===== src/design/rswct_pkg.sv =====
package rswct_pkg;

  localparam int VALUE_W = 32;
  localparam int TAG_W   = 4;
  localparam int LEN_W   = 5;

  localparam logic [LEN_W-1:0] LEN_RESET = 5'd3;

  typedef logic signed [VALUE_W-1:0] value_t;

  // One tagged value on its way from the front to the back.
  typedef struct packed {
    value_t             value;
    logic [TAG_W-1:0]   tag;
    logic               last;
  } q_entry_t;

  typedef enum logic [1:0] {
    BK_LOAD,
    BK_SORT,
    BK_EMIT
  } bk_state_t;

endpackage


===== src/design/rswct_if.sv =====
interface rswct_in_if
  import rswct_pkg::*;
  ();
  logic   valid;
  logic   ready;
  value_t sample_value;

  modport source (output valid, output sample_value, input ready);
  modport sink   (input valid, input sample_value, output ready);
endinterface

interface rswct_out_if
  import rswct_pkg::*;
  ();
  logic             valid;
  logic             ready;
  value_t           sorted_value;
  logic [TAG_W-1:0] column_index;
  logic             row_done;

  modport source (output valid, output sorted_value, output column_index, output row_done,
                  input ready);
  modport sink   (input valid, input sorted_value, input column_index, input row_done,
                  output ready);
endinterface


===== src/design/row_sort_with_column_tags.sv =====
// Throughput: the back loads a row of n values at one per cycle while the queue
// holds values, sorts it in n compare-swap phases and emits it at one result per
// cycle while the output is not stalled. The front takes one value per cycle while
// the queue is not full, so the next row can enter the queue while the back sorts.
// Reset (rst_n, synchronous, active low) clears counters, queue and output valid,
// and sets row_length to 3; the row cells are not cleared.
module row_sort_with_column_tags
  import rswct_pkg::*;
#(
  parameter int ROW_MAX = 16,
  parameter int Q_DEPTH = 4
) (
  input  logic             clk,
  input  logic             rst_n,
  input  logic             cfg_we,
  input  logic [LEN_W-1:0] cfg_wdata,
  rswct_in_if.sink         in_ch,
  rswct_out_if.source      out_ch
);

  logic [LEN_W-1:0] row_len_r;
  logic             q_push, q_full, q_pop, q_not_empty;
  q_entry_t         q_push_data, q_pop_data;

  always_ff @(posedge clk) begin
    if (!rst_n) begin
      row_len_r <= LEN_RESET;
    end else if (cfg_we) begin
      row_len_r <= cfg_wdata;
    end
  end

  rswct_front #(.ROW_MAX(ROW_MAX)) u_front (
    .clk       (clk),
    .rst_n     (rst_n),
    .cfg_we    (cfg_we),
    .row_len   (row_len_r),
    .in_ch     (in_ch),
    .push      (q_push),
    .push_data (q_push_data),
    .q_full    (q_full)
  );

  rswct_fifo #(.DEPTH(Q_DEPTH)) u_fifo (
    .clk       (clk),
    .rst_n     (rst_n),
    .push      (q_push),
    .push_data (q_push_data),
    .full      (q_full),
    .pop       (q_pop),
    .not_empty (q_not_empty),
    .pop_data  (q_pop_data)
  );

  rswct_back #(.ROW_MAX(ROW_MAX)) u_back (
    .clk     (clk),
    .rst_n   (rst_n),
    .cfg_we  (cfg_we),
    .q_valid (q_not_empty),
    .q_data  (q_pop_data),
    .pop     (q_pop),
    .out_ch  (out_ch)
  );

  a_push_not_full: assert property (@(posedge clk) disable iff (!rst_n)
    q_push |-> !q_full)
    else $error("queue written while full");

  a_pop_not_empty: assert property (@(posedge clk) disable iff (!rst_n)
    q_pop |-> q_not_empty)
    else $error("queue read while empty");

  // A result held by back-pressure stays on the port unchanged.
  a_out_hold: assert property (@(posedge clk) disable iff (!rst_n)
    (out_ch.valid && !out_ch.ready) |=> (out_ch.valid && $stable(out_ch.sorted_value)
      && $stable(out_ch.column_index) && $stable(out_ch.row_done)))
    else $error("result changed while stalled");

endmodule


===== src/design/rswct_front.sv =====
module rswct_front
  import rswct_pkg::*;
#(
  parameter int ROW_MAX = 16
) (
  input  logic             clk,
  input  logic             rst_n,
  input  logic             cfg_we,
  input  logic [LEN_W-1:0] row_len,
  rswct_in_if.sink         in_ch,
  output logic             push,
  output q_entry_t         push_data,
  input  logic             q_full
);

  localparam int CNT_W = $clog2(ROW_MAX + 1);

  logic [CNT_W-1:0] cnt_r, cnt_nxt;
  logic [CNT_W-1:0] eff_len;
  logic             last;

  // A length of zero means one; lengths above the row storage saturate.
  always_comb begin
    if (row_len == '0) begin
      eff_len = CNT_W'(1);
    end else if (32'(row_len) > ROW_MAX) begin
      eff_len = CNT_W'(ROW_MAX);
    end else begin
      eff_len = CNT_W'(row_len);
    end
  end

  assign last        = (cnt_r + CNT_W'(1)) == eff_len;
  assign in_ch.ready = !q_full;
  assign push        = in_ch.valid && !q_full;

  assign push_data.value = in_ch.sample_value;
  assign push_data.tag   = TAG_W'(cnt_r);
  assign push_data.last  = last;

  always_comb begin
    cnt_nxt = cnt_r;
    if (push) begin
      cnt_nxt = last ? '0 : cnt_r + CNT_W'(1);
    end
    if (cfg_we) begin
      cnt_nxt = '0;
    end
  end

  always_ff @(posedge clk) begin
    if (!rst_n) begin
      cnt_r <= '0;
    end else begin
      cnt_r <= cnt_nxt;
    end
  end

endmodule


===== src/design/rswct_fifo.sv =====
module rswct_fifo
  import rswct_pkg::*;
#(
  parameter int DEPTH = 4
) (
  input  logic     clk,
  input  logic     rst_n,
  input  logic     push,
  input  q_entry_t push_data,
  output logic     full,
  input  logic     pop,
  output logic     not_empty,
  output q_entry_t pop_data
);

  localparam int PTR_W = (DEPTH > 1) ? $clog2(DEPTH) : 1;
  localparam int CNT_W = $clog2(DEPTH + 1);

  q_entry_t         mem_r [DEPTH];
  logic [PTR_W-1:0] wr_ptr_r, rd_ptr_r;
  logic [CNT_W-1:0] cnt_r;
  logic             do_push, do_pop;

  assign full      = cnt_r == CNT_W'(DEPTH);
  assign not_empty = cnt_r != '0;
  assign do_push   = push && !full;
  assign do_pop    = pop && not_empty;
  assign pop_data  = mem_r[rd_ptr_r];

  function automatic logic [PTR_W-1:0] ptr_inc(input logic [PTR_W-1:0] p);
    return (p == PTR_W'(DEPTH - 1)) ? '0 : p + PTR_W'(1);
  endfunction

  always_ff @(posedge clk) begin
    if (do_push) begin
      mem_r[wr_ptr_r] <= push_data;
    end
  end

  always_ff @(posedge clk) begin
    if (!rst_n) begin
      wr_ptr_r <= '0;
      rd_ptr_r <= '0;
      cnt_r    <= '0;
    end else begin
      if (do_push) begin
        wr_ptr_r <= ptr_inc(wr_ptr_r);
      end
      if (do_pop) begin
        rd_ptr_r <= ptr_inc(rd_ptr_r);
      end
      if (do_push && !do_pop) begin
        cnt_r <= cnt_r + CNT_W'(1);
      end else if (do_pop && !do_push) begin
        cnt_r <= cnt_r - CNT_W'(1);
      end
    end
  end

endmodule


===== src/design/rswct_back.sv =====
module rswct_back
  import rswct_pkg::*;
#(
  parameter int ROW_MAX = 16
) (
  input  logic     clk,
  input  logic     rst_n,
  input  logic     cfg_we,
  input  logic     q_valid,
  input  q_entry_t q_data,
  output logic     pop,
  rswct_out_if.source out_ch
);

  localparam int CNT_W = $clog2(ROW_MAX + 1);
  localparam int IDX_W = $clog2(ROW_MAX);

  bk_state_t        state_r, state_nxt;
  logic [CNT_W-1:0] fill_r, fill_nxt;
  logic [CNT_W-1:0] len_r, len_nxt;
  logic [CNT_W-1:0] ph_r, ph_nxt;
  logic [CNT_W-1:0] em_r, em_nxt;
  value_t           val_r [ROW_MAX];
  value_t           val_nxt [ROW_MAX];
  logic [TAG_W-1:0] tag_r [ROW_MAX];
  logic [TAG_W-1:0] tag_nxt [ROW_MAX];
  logic             out_load;
  logic             at_end;

  logic             out_vld_r;
  value_t           out_val_r;
  logic [TAG_W-1:0] out_tag_r;
  logic             out_done_r;

  assign at_end = (len_r - CNT_W'(1)) == ph_r;

  // The sort runs as odd-even transposition over the row cells: each phase
  // compares disjoint neighbor pairs and swaps only on strictly greater, so
  // equal values keep their order. A row of n values is sorted after n phases.
  always_comb begin
    state_nxt = state_r;
    fill_nxt  = fill_r;
    len_nxt   = len_r;
    ph_nxt    = ph_r;
    em_nxt    = em_r;
    val_nxt   = val_r;
    tag_nxt   = tag_r;
    pop       = 1'b0;
    out_load  = 1'b0;
    case (state_r)
      BK_LOAD: begin
        if (q_valid) begin
          pop = 1'b1;
          val_nxt[fill_r[IDX_W-1:0]] = q_data.value;
          tag_nxt[fill_r[IDX_W-1:0]] = q_data.tag;
          fill_nxt = fill_r + CNT_W'(1);
          if (q_data.last) begin
            len_nxt   = fill_r + CNT_W'(1);
            fill_nxt  = '0;
            ph_nxt    = '0;
            state_nxt = BK_SORT;
          end
        end
      end
      BK_SORT: begin
        for (int i = 0; i < ROW_MAX - 1; i++) begin
          if ((i[0] == ph_r[0]) && ((i + 1) < int'(len_r)) && (val_r[i] > val_r[i+1])) begin
            val_nxt[i]   = val_r[i+1];
            val_nxt[i+1] = val_r[i];
            tag_nxt[i]   = tag_r[i+1];
            tag_nxt[i+1] = tag_r[i];
          end
        end
        ph_nxt = ph_r + CNT_W'(1);
        if (at_end) begin
          em_nxt    = '0;
          state_nxt = BK_EMIT;
        end
      end
      BK_EMIT: begin
        if (!out_vld_r || out_ch.ready) begin
          out_load = 1'b1;
          for (int i = 0; i < ROW_MAX - 1; i++) begin
            val_nxt[i] = val_r[i+1];
            tag_nxt[i] = tag_r[i+1];
          end
          em_nxt = em_r + CNT_W'(1);
          if ((len_r - CNT_W'(1)) == em_r) begin
            state_nxt = BK_LOAD;
          end
        end
      end
      default: begin
        state_nxt = BK_LOAD;
      end
    endcase
    if (cfg_we) begin
      state_nxt = BK_LOAD;
      fill_nxt  = '0;
    end
  end

  always_ff @(posedge clk) begin
    if (!rst_n) begin
      state_r <= BK_LOAD;
      fill_r  <= '0;
      len_r   <= CNT_W'(1);
      ph_r    <= '0;
      em_r    <= '0;
    end else begin
      state_r <= state_nxt;
      fill_r  <= fill_nxt;
      len_r   <= len_nxt;
      ph_r    <= ph_nxt;
      em_r    <= em_nxt;
    end
  end

  always_ff @(posedge clk) begin
    val_r <= val_nxt;
    tag_r <= tag_nxt;
  end

  always_ff @(posedge clk) begin
    if (!rst_n) begin
      out_vld_r <= 1'b0;
    end else if (out_load) begin
      out_vld_r <= 1'b1;
    end else if (out_ch.ready) begin
      out_vld_r <= 1'b0;
    end
  end

  always_ff @(posedge clk) begin
    if (out_load) begin
      out_val_r  <= val_r[0];
      out_tag_r  <= tag_r[0];
      out_done_r <= (len_r - CNT_W'(1)) == em_r;
    end
  end

  assign out_ch.valid        = out_vld_r;
  assign out_ch.sorted_value = out_val_r;
  assign out_ch.column_index = out_tag_r;
  assign out_ch.row_done     = out_done_r;

endmodule

===== src/flat_wrapper.sv =====
// flat-port wrapper written by rule: the top's interface ports become plain ports
module row_sort_with_column_tags_flat import rswct_pkg::*;
#(
  parameter int ROW_MAX = 16,
  parameter int Q_DEPTH = 4
)
  (clk, rst_n, cfg_we, cfg_wdata, in_ch_valid, in_ch_sample_value, in_ch_ready, out_ch_valid, out_ch_sorted_value, out_ch_column_index, out_ch_row_done, out_ch_ready);
  rswct_in_if in_ch_i ();
  rswct_out_if out_ch_i ();
  input  logic clk;
  input  logic rst_n;
  input  logic cfg_we;
  input  logic [LEN_W-1:0] cfg_wdata;
  input wire logic [$bits(in_ch_i.valid)-1:0] in_ch_valid;
  input wire logic [$bits(in_ch_i.sample_value)-1:0] in_ch_sample_value;
  output wire logic [$bits(in_ch_i.ready)-1:0] in_ch_ready;
  output wire logic [$bits(out_ch_i.valid)-1:0] out_ch_valid;
  output wire logic [$bits(out_ch_i.sorted_value)-1:0] out_ch_sorted_value;
  output wire logic [$bits(out_ch_i.column_index)-1:0] out_ch_column_index;
  output wire logic [$bits(out_ch_i.row_done)-1:0] out_ch_row_done;
  input wire logic [$bits(out_ch_i.ready)-1:0] out_ch_ready;
  assign in_ch_i.valid = in_ch_valid;
  assign in_ch_i.sample_value = in_ch_sample_value;
  assign in_ch_ready = in_ch_i.ready;
  assign out_ch_valid = out_ch_i.valid;
  assign out_ch_sorted_value = out_ch_i.sorted_value;
  assign out_ch_column_index = out_ch_i.column_index;
  assign out_ch_row_done = out_ch_i.row_done;
  assign out_ch_i.ready = out_ch_ready;
  row_sort_with_column_tags #(.ROW_MAX(ROW_MAX), .Q_DEPTH(Q_DEPTH)) u_core (.clk(clk), .rst_n(rst_n), .cfg_we(cfg_we), .cfg_wdata(cfg_wdata), .in_ch(in_ch_i), .out_ch(out_ch_i));
endmodule

===== config.mk =====
export PLATFORM = sky130hd
export DESIGN_NAME = row_sort_with_column_tags_flat
export DESIGN_NICKNAME = d
export VERILOG_FILES = /design/src/design/rswct_pkg.sv /design/src/design/rswct_if.sv /design/src/design/row_sort_with_column_tags.sv /design/src/design/rswct_front.sv /design/src/design/rswct_fifo.sv /design/src/design/rswct_back.sv /design/src/flat_wrapper.sv
export SDC_FILE = /design/constraint.sdc
export NUM_CORES = 2
export LEC_CHECK = 0
export BUFFER_PORTS_ARGS = -buffer_cell sky130_fd_sc_hd__buf_2
export CAP_MARGIN = 20
export CORE_MARGIN = 2
export CORE_UTILIZATION = 55
export DETAILED_ROUTE_END_ITERATION = 7
export GPL_ROUTABILITY_DRIVEN = 1
export PLACE_DENSITY = 0.74
export SLEW_MARGIN = 20
export SYNTH_ARGS = -nofsm -noshare
export SYNTH_HDL_FRONTEND = slang
export SYNTH_SLANG_ARGS = --single-unit

===== constraint.sdc =====
create_clock -name clk -period 6.35 [get_ports clk]
set_input_delay 1.5875 -clock clk [delete_from_list [all_inputs] [get_ports clk]]
set_output_delay 1.5875 -clock clk [all_outputs]
set_load 0.02 [all_outputs]

==> flow_metrics.py <==
metrics = {
    "logic_synthesis": {
        "synth_nets": 6021,
        "synth_edf_count": 761,
        "synthFlopType": "edfxtp_1",
        "async_flop_share_pct": 0,
        "seq_area_frac_synth_pct": 43.4,
        "synthTopCellsByArea": "edfxtp_1, ha_1, a221o_1",
        "ys_types": 96,
        "netlist_area_um2": 54600,
        "yosys_warnings": 0,
        "avgSynthCellArea_um2": 9.97,
        "syn_inst": 5479,
        "yosysTopAreaCellShare_pct": 41.8,
        "synth_top_area_cell": "edfxtp_1",
        "synth_seq_cells": 803,
    },
    "clock_network": {
        "clk_latency_ns": 0.68,
        "cts_sinks": 803,
        "h-tree-depth": 3,
        "clock_path_buffers": 3,
        "cts-root-buf": "clkbuf_16",
        "post-cts-setup-buffer-count": 0,
        "cts_tree": "yes",
        "cts_resized": 0,
        "cts_buffers": 86,
        "ctsHoldBuffers": 0,
        "clkSlewWorstSetupHoldPaths_ns": 0.06,
    },
    "final_layout": {
        "final_cell_area_um2": 58800,
        "nets": 5874,
        "layout-drive-gt1-share_pct": 8.05,
        "synthToLayoutAreaGrowth_pct": 7.72,
        "utilization_pct": 59.8,
        "fill_cells": 8092,
        "finalNonFillerCells": 6701,
    },
    "placed_design": {
        "port_buffers": 80,
        "dp_cells": 6530,
        "place_area_um2": 55900,
        "gp_congestion": 0.956,
        "dp_hpwl_um": 127000,
    },
    "route": {
        "drc": 0,
        "drtIter0Drc": 6492,
        "postRouteAntennaNets": 0,
        "wl_um": 176000,
        "viasPerCell": 7.04,
        "vias": 47183,
        "wl_per_cell_um": 26.2,
        "dr.pass1.iters": 6,
    },
    "setup_path": {
        "worstPathRequired_ns": 6.76,
        "cp-end-kind": "register",
        "arrival_ns": 4.96,
        "cp_max_fo": 38,
        "startpoint_type": "register",
        "worstSetupPathType": "register to register",
        "cp_slowest_stage_delay_ns": 0.83,
        "path_cells": "inv_1 > ha_1 > nand4_1 > nor4_1 > a31oi_1 > and2_1 > o31ai_4 > buf_4 > nand3_2 > a221o_1",
        "worst_path_max_delay_cell": "nand3_2",
    },
    "grt": {
        "overflow": 0,
        "use_met2_pct": 51.7,
        "grt_pass1_vias": 45333,
        "grt_use_met1_pct": 44.3,
        "antenna_found_initial": 19,
        "grt_max_degree": 227,
        "grt_pass1_wl_um": 268000,
        "grt.busiest_layer": "met2",
        "grt_util_all_layers_pct": 33.6,
        "use_met3_pct": 6.25,
    },
    "sta": {
        "period_share_pct": 71.6,
        "relSlewSlack_pct": 21.8,
        "hold_viol_final": 0,
        "slew_viol_final": 0,
        "setup_viol": 0,
        "max_freq_mhz": 220,
        "worstMarginPinSlew_ns": 1.17,
        "skew_ns": 0.0221,
        "fin_crit_ns": 4.55,
        "rsz0062_at_grt": "false",
        "fin_tns_setup_ns": 0,
    },
    "power": {
        "power_density_nw_per_um2": 439,
        "power.total_w": 0.0258,
        "power_leakage_nw": 22.2,
        "peakVddDrop_mv": 0.459,
    },
    "floorplanning": {
        "num_rows": 115,
        "initial_core_util_pct": 55.5,
        "die-width_um": 319,
        "die_h_um": 319,
        "io-pin-count": 81,
        "core-area_um2": 98400,
        "dieArea_um2": 102000,
    },
    "min_path": {
        "min_path_type": "register to register",
    },
    "job": {
        "maxCapViolCount": 0,
    },
    "run_status": {
        "outcome": "finished clean",
    },
}
[critical path, delay by kind of cell, from the launching register on]
family	cells	cell delay, ns
DFF	1	0.47
buffers and inverters	2	0.52
and+or+nand+nor	4	2.08
AOI/OAI and AO/OA	3	0.87
adders and majority gates	1	0.31
[synth_stat cells (12+ instances only)]
| library cell | number |
|---|---|
| buf_6 | 21 |
| a22oi_1 | 75 |
| o21ai_0 | 122 |
| nand4_1 | 110 |
| a2111oi_0 | 86 |
| mux2_2 | 37 |
| a22o_1 | 74 |
| clkbuf_1 | 294 |
| nor3_1 | 230 |
| nand3_1 | 50 |
| a221oi_1 | 12 |
| xor2_1 | 12 |
| a211oi_1 | 15 |
| o211ai_1 | 120 |
| nand2_1 | 364 |
| edfxtp_1 | 761 |
| nor4_1 | 13 |
| buf_1 | 34 |
| nor2_1 | 347 |
| a21oi_1 | 530 |
| a21o_1 | 31 |
| inv_1 | 525 |
| nor2b_1 | 30 |
| a221o_1 | 332 |
| o221ai_1 | 75 |
| a2111oi_2 | 16 |
| and3_1 | 13 |
| o311ai_0 | 32 |
| or4_1 | 40 |
| ha_1 | 499 |
| dfxtp_1 | 42 |
| a21boi_0 | 13 |
| and2_1 | 38 |
| o311a_1 | 43 |
| a31oi_1 | 45 |
| o21a_1 | 53 |
| mux2i_1 | 46 |
| or3_1 | 76 |
| buf_2 | 55 |
| o21ai_1 | 15 |
[cell families (layout without fill, tap and decap cells)]
family	count (synthesis)	in the layout	share of synthesized area [%]
buffers and inverters	940	865	6.92
AO/OA/AOI/OAI	1757	1757	23.8
other	0	10	0
flip-flops	803	803	43.4
adder cells (fa/ha/maj)	500	500	11.5
multiplexers	84	84	1.65
AND/OR/NAND/NOR	1368	1368	12.1
XOR/XNOR	27	27	0.589
[final timing paths]
check / to / cells past startpoint / from / slack, ns
worst max-delay path: u_core.u_back.val_r[149] / 10 / u_core.u_back.val_r[117] / 1.80
worst max register to register: u_core.u_back.val_r[149] / 10 / u_core.u_back.val_r[117] / 1.80
worst min register to register: u_core.u_back.out_ch.column_index[3] / 0 / u_core.u_back.tag_r[63] / 0.47
worst min-delay path: u_core.u_back.out_ch.column_index[3] / 0 / u_core.u_back.tag_r[63] / 0.47
[sequential cells by signal, summed over array words and instances, names as in the netlist, 2 cells and up, named ones only]
signal / flops
u_core.row_len_r: 5
u_core.u_back.em_r: 5
u_core.u_back.fill_r: 5
u_core.u_back.len_r: 5
u_core.u_back.out_ch.column_index: 4
u_core.u_back.out_ch.sorted_value: 32
u_core.u_back.ph_r: 5
u_core.u_back.state_r: 2
u_core.u_back.tag_r: 64
u_core.u_back.val_r: 512
u_core.u_fifo.cnt_r: 3
u_core.u_fifo.mem_r: 148
u_core.u_fifo.rd_ptr_r: 2
u_core.u_fifo.wr_ptr_r: 2
u_core.u_front.cnt_r: 5
[cell type report]
type,count,area [um^2],share of cell area (%)
Sequential cell,803,23700,40.3
Multi-Input combinational cell,3736,27500,46.8
Timing Repair Buffer,176,1170,1.98
Clock inverter,42,487,0.827
Clock buffer,118,2340,3.98
Tap cell,1287,1610,2.74
Inverter,529,1990,3.39
Antenna cell,10,25.0,0.0425
[layout by cell type, fill, tap and decap left out, types with 43 or more instances in the layout]
master,count
ha_1,497
a22oi_1,75
o211ai_1,120
inv_1,525
o21a_1,52
a21oi_1,529
nor3_1,226
o311a_1,43
a2111oi_0,86
nand2_1,362
edfxtp_1,761
clkbuf_16,88
buf_4,93
o21ai_0,104
mux2i_1,45
or3_1,75
nor2_1,340
o221ai_1,75
nand4_1,110
a22o_1,74
a31oi_1,44
buf_2,80
a221o_1,332
nand3_1,50
[power breakdown]
group	leakage (nW)	switching, W	internal, W	total [W]
Sequential	7.37	0.00138	0.00767	0.00905
Combinational	13.4	0.00830	0.00323	0.0115
Clock	1.38	0.00228	0.00296	0.00524
[stage by stage]
stage                     hold WS (ns)  setup slack, ns
after detailed placement         0.441             2.13
after global routing             0.477             1.75
after floorplan                  0.426            0.642
after CTS                        0.470             2.10
final                            0.468             1.80
after global placement           0.451             2.13
[routing by layer]
| layer | vias to the layer above | routed length [um] |
|---|---|---|
| li1 | 20969 | - |
| met1 | 22780 | 68300 |
| met3 | 582 | 17000 |
| met5 | - | 84 |
| met4 | 14 | 11600 |
| met2 | 2838 | 78600 |
Note: power is estimated with default switching activity, not from simulation.
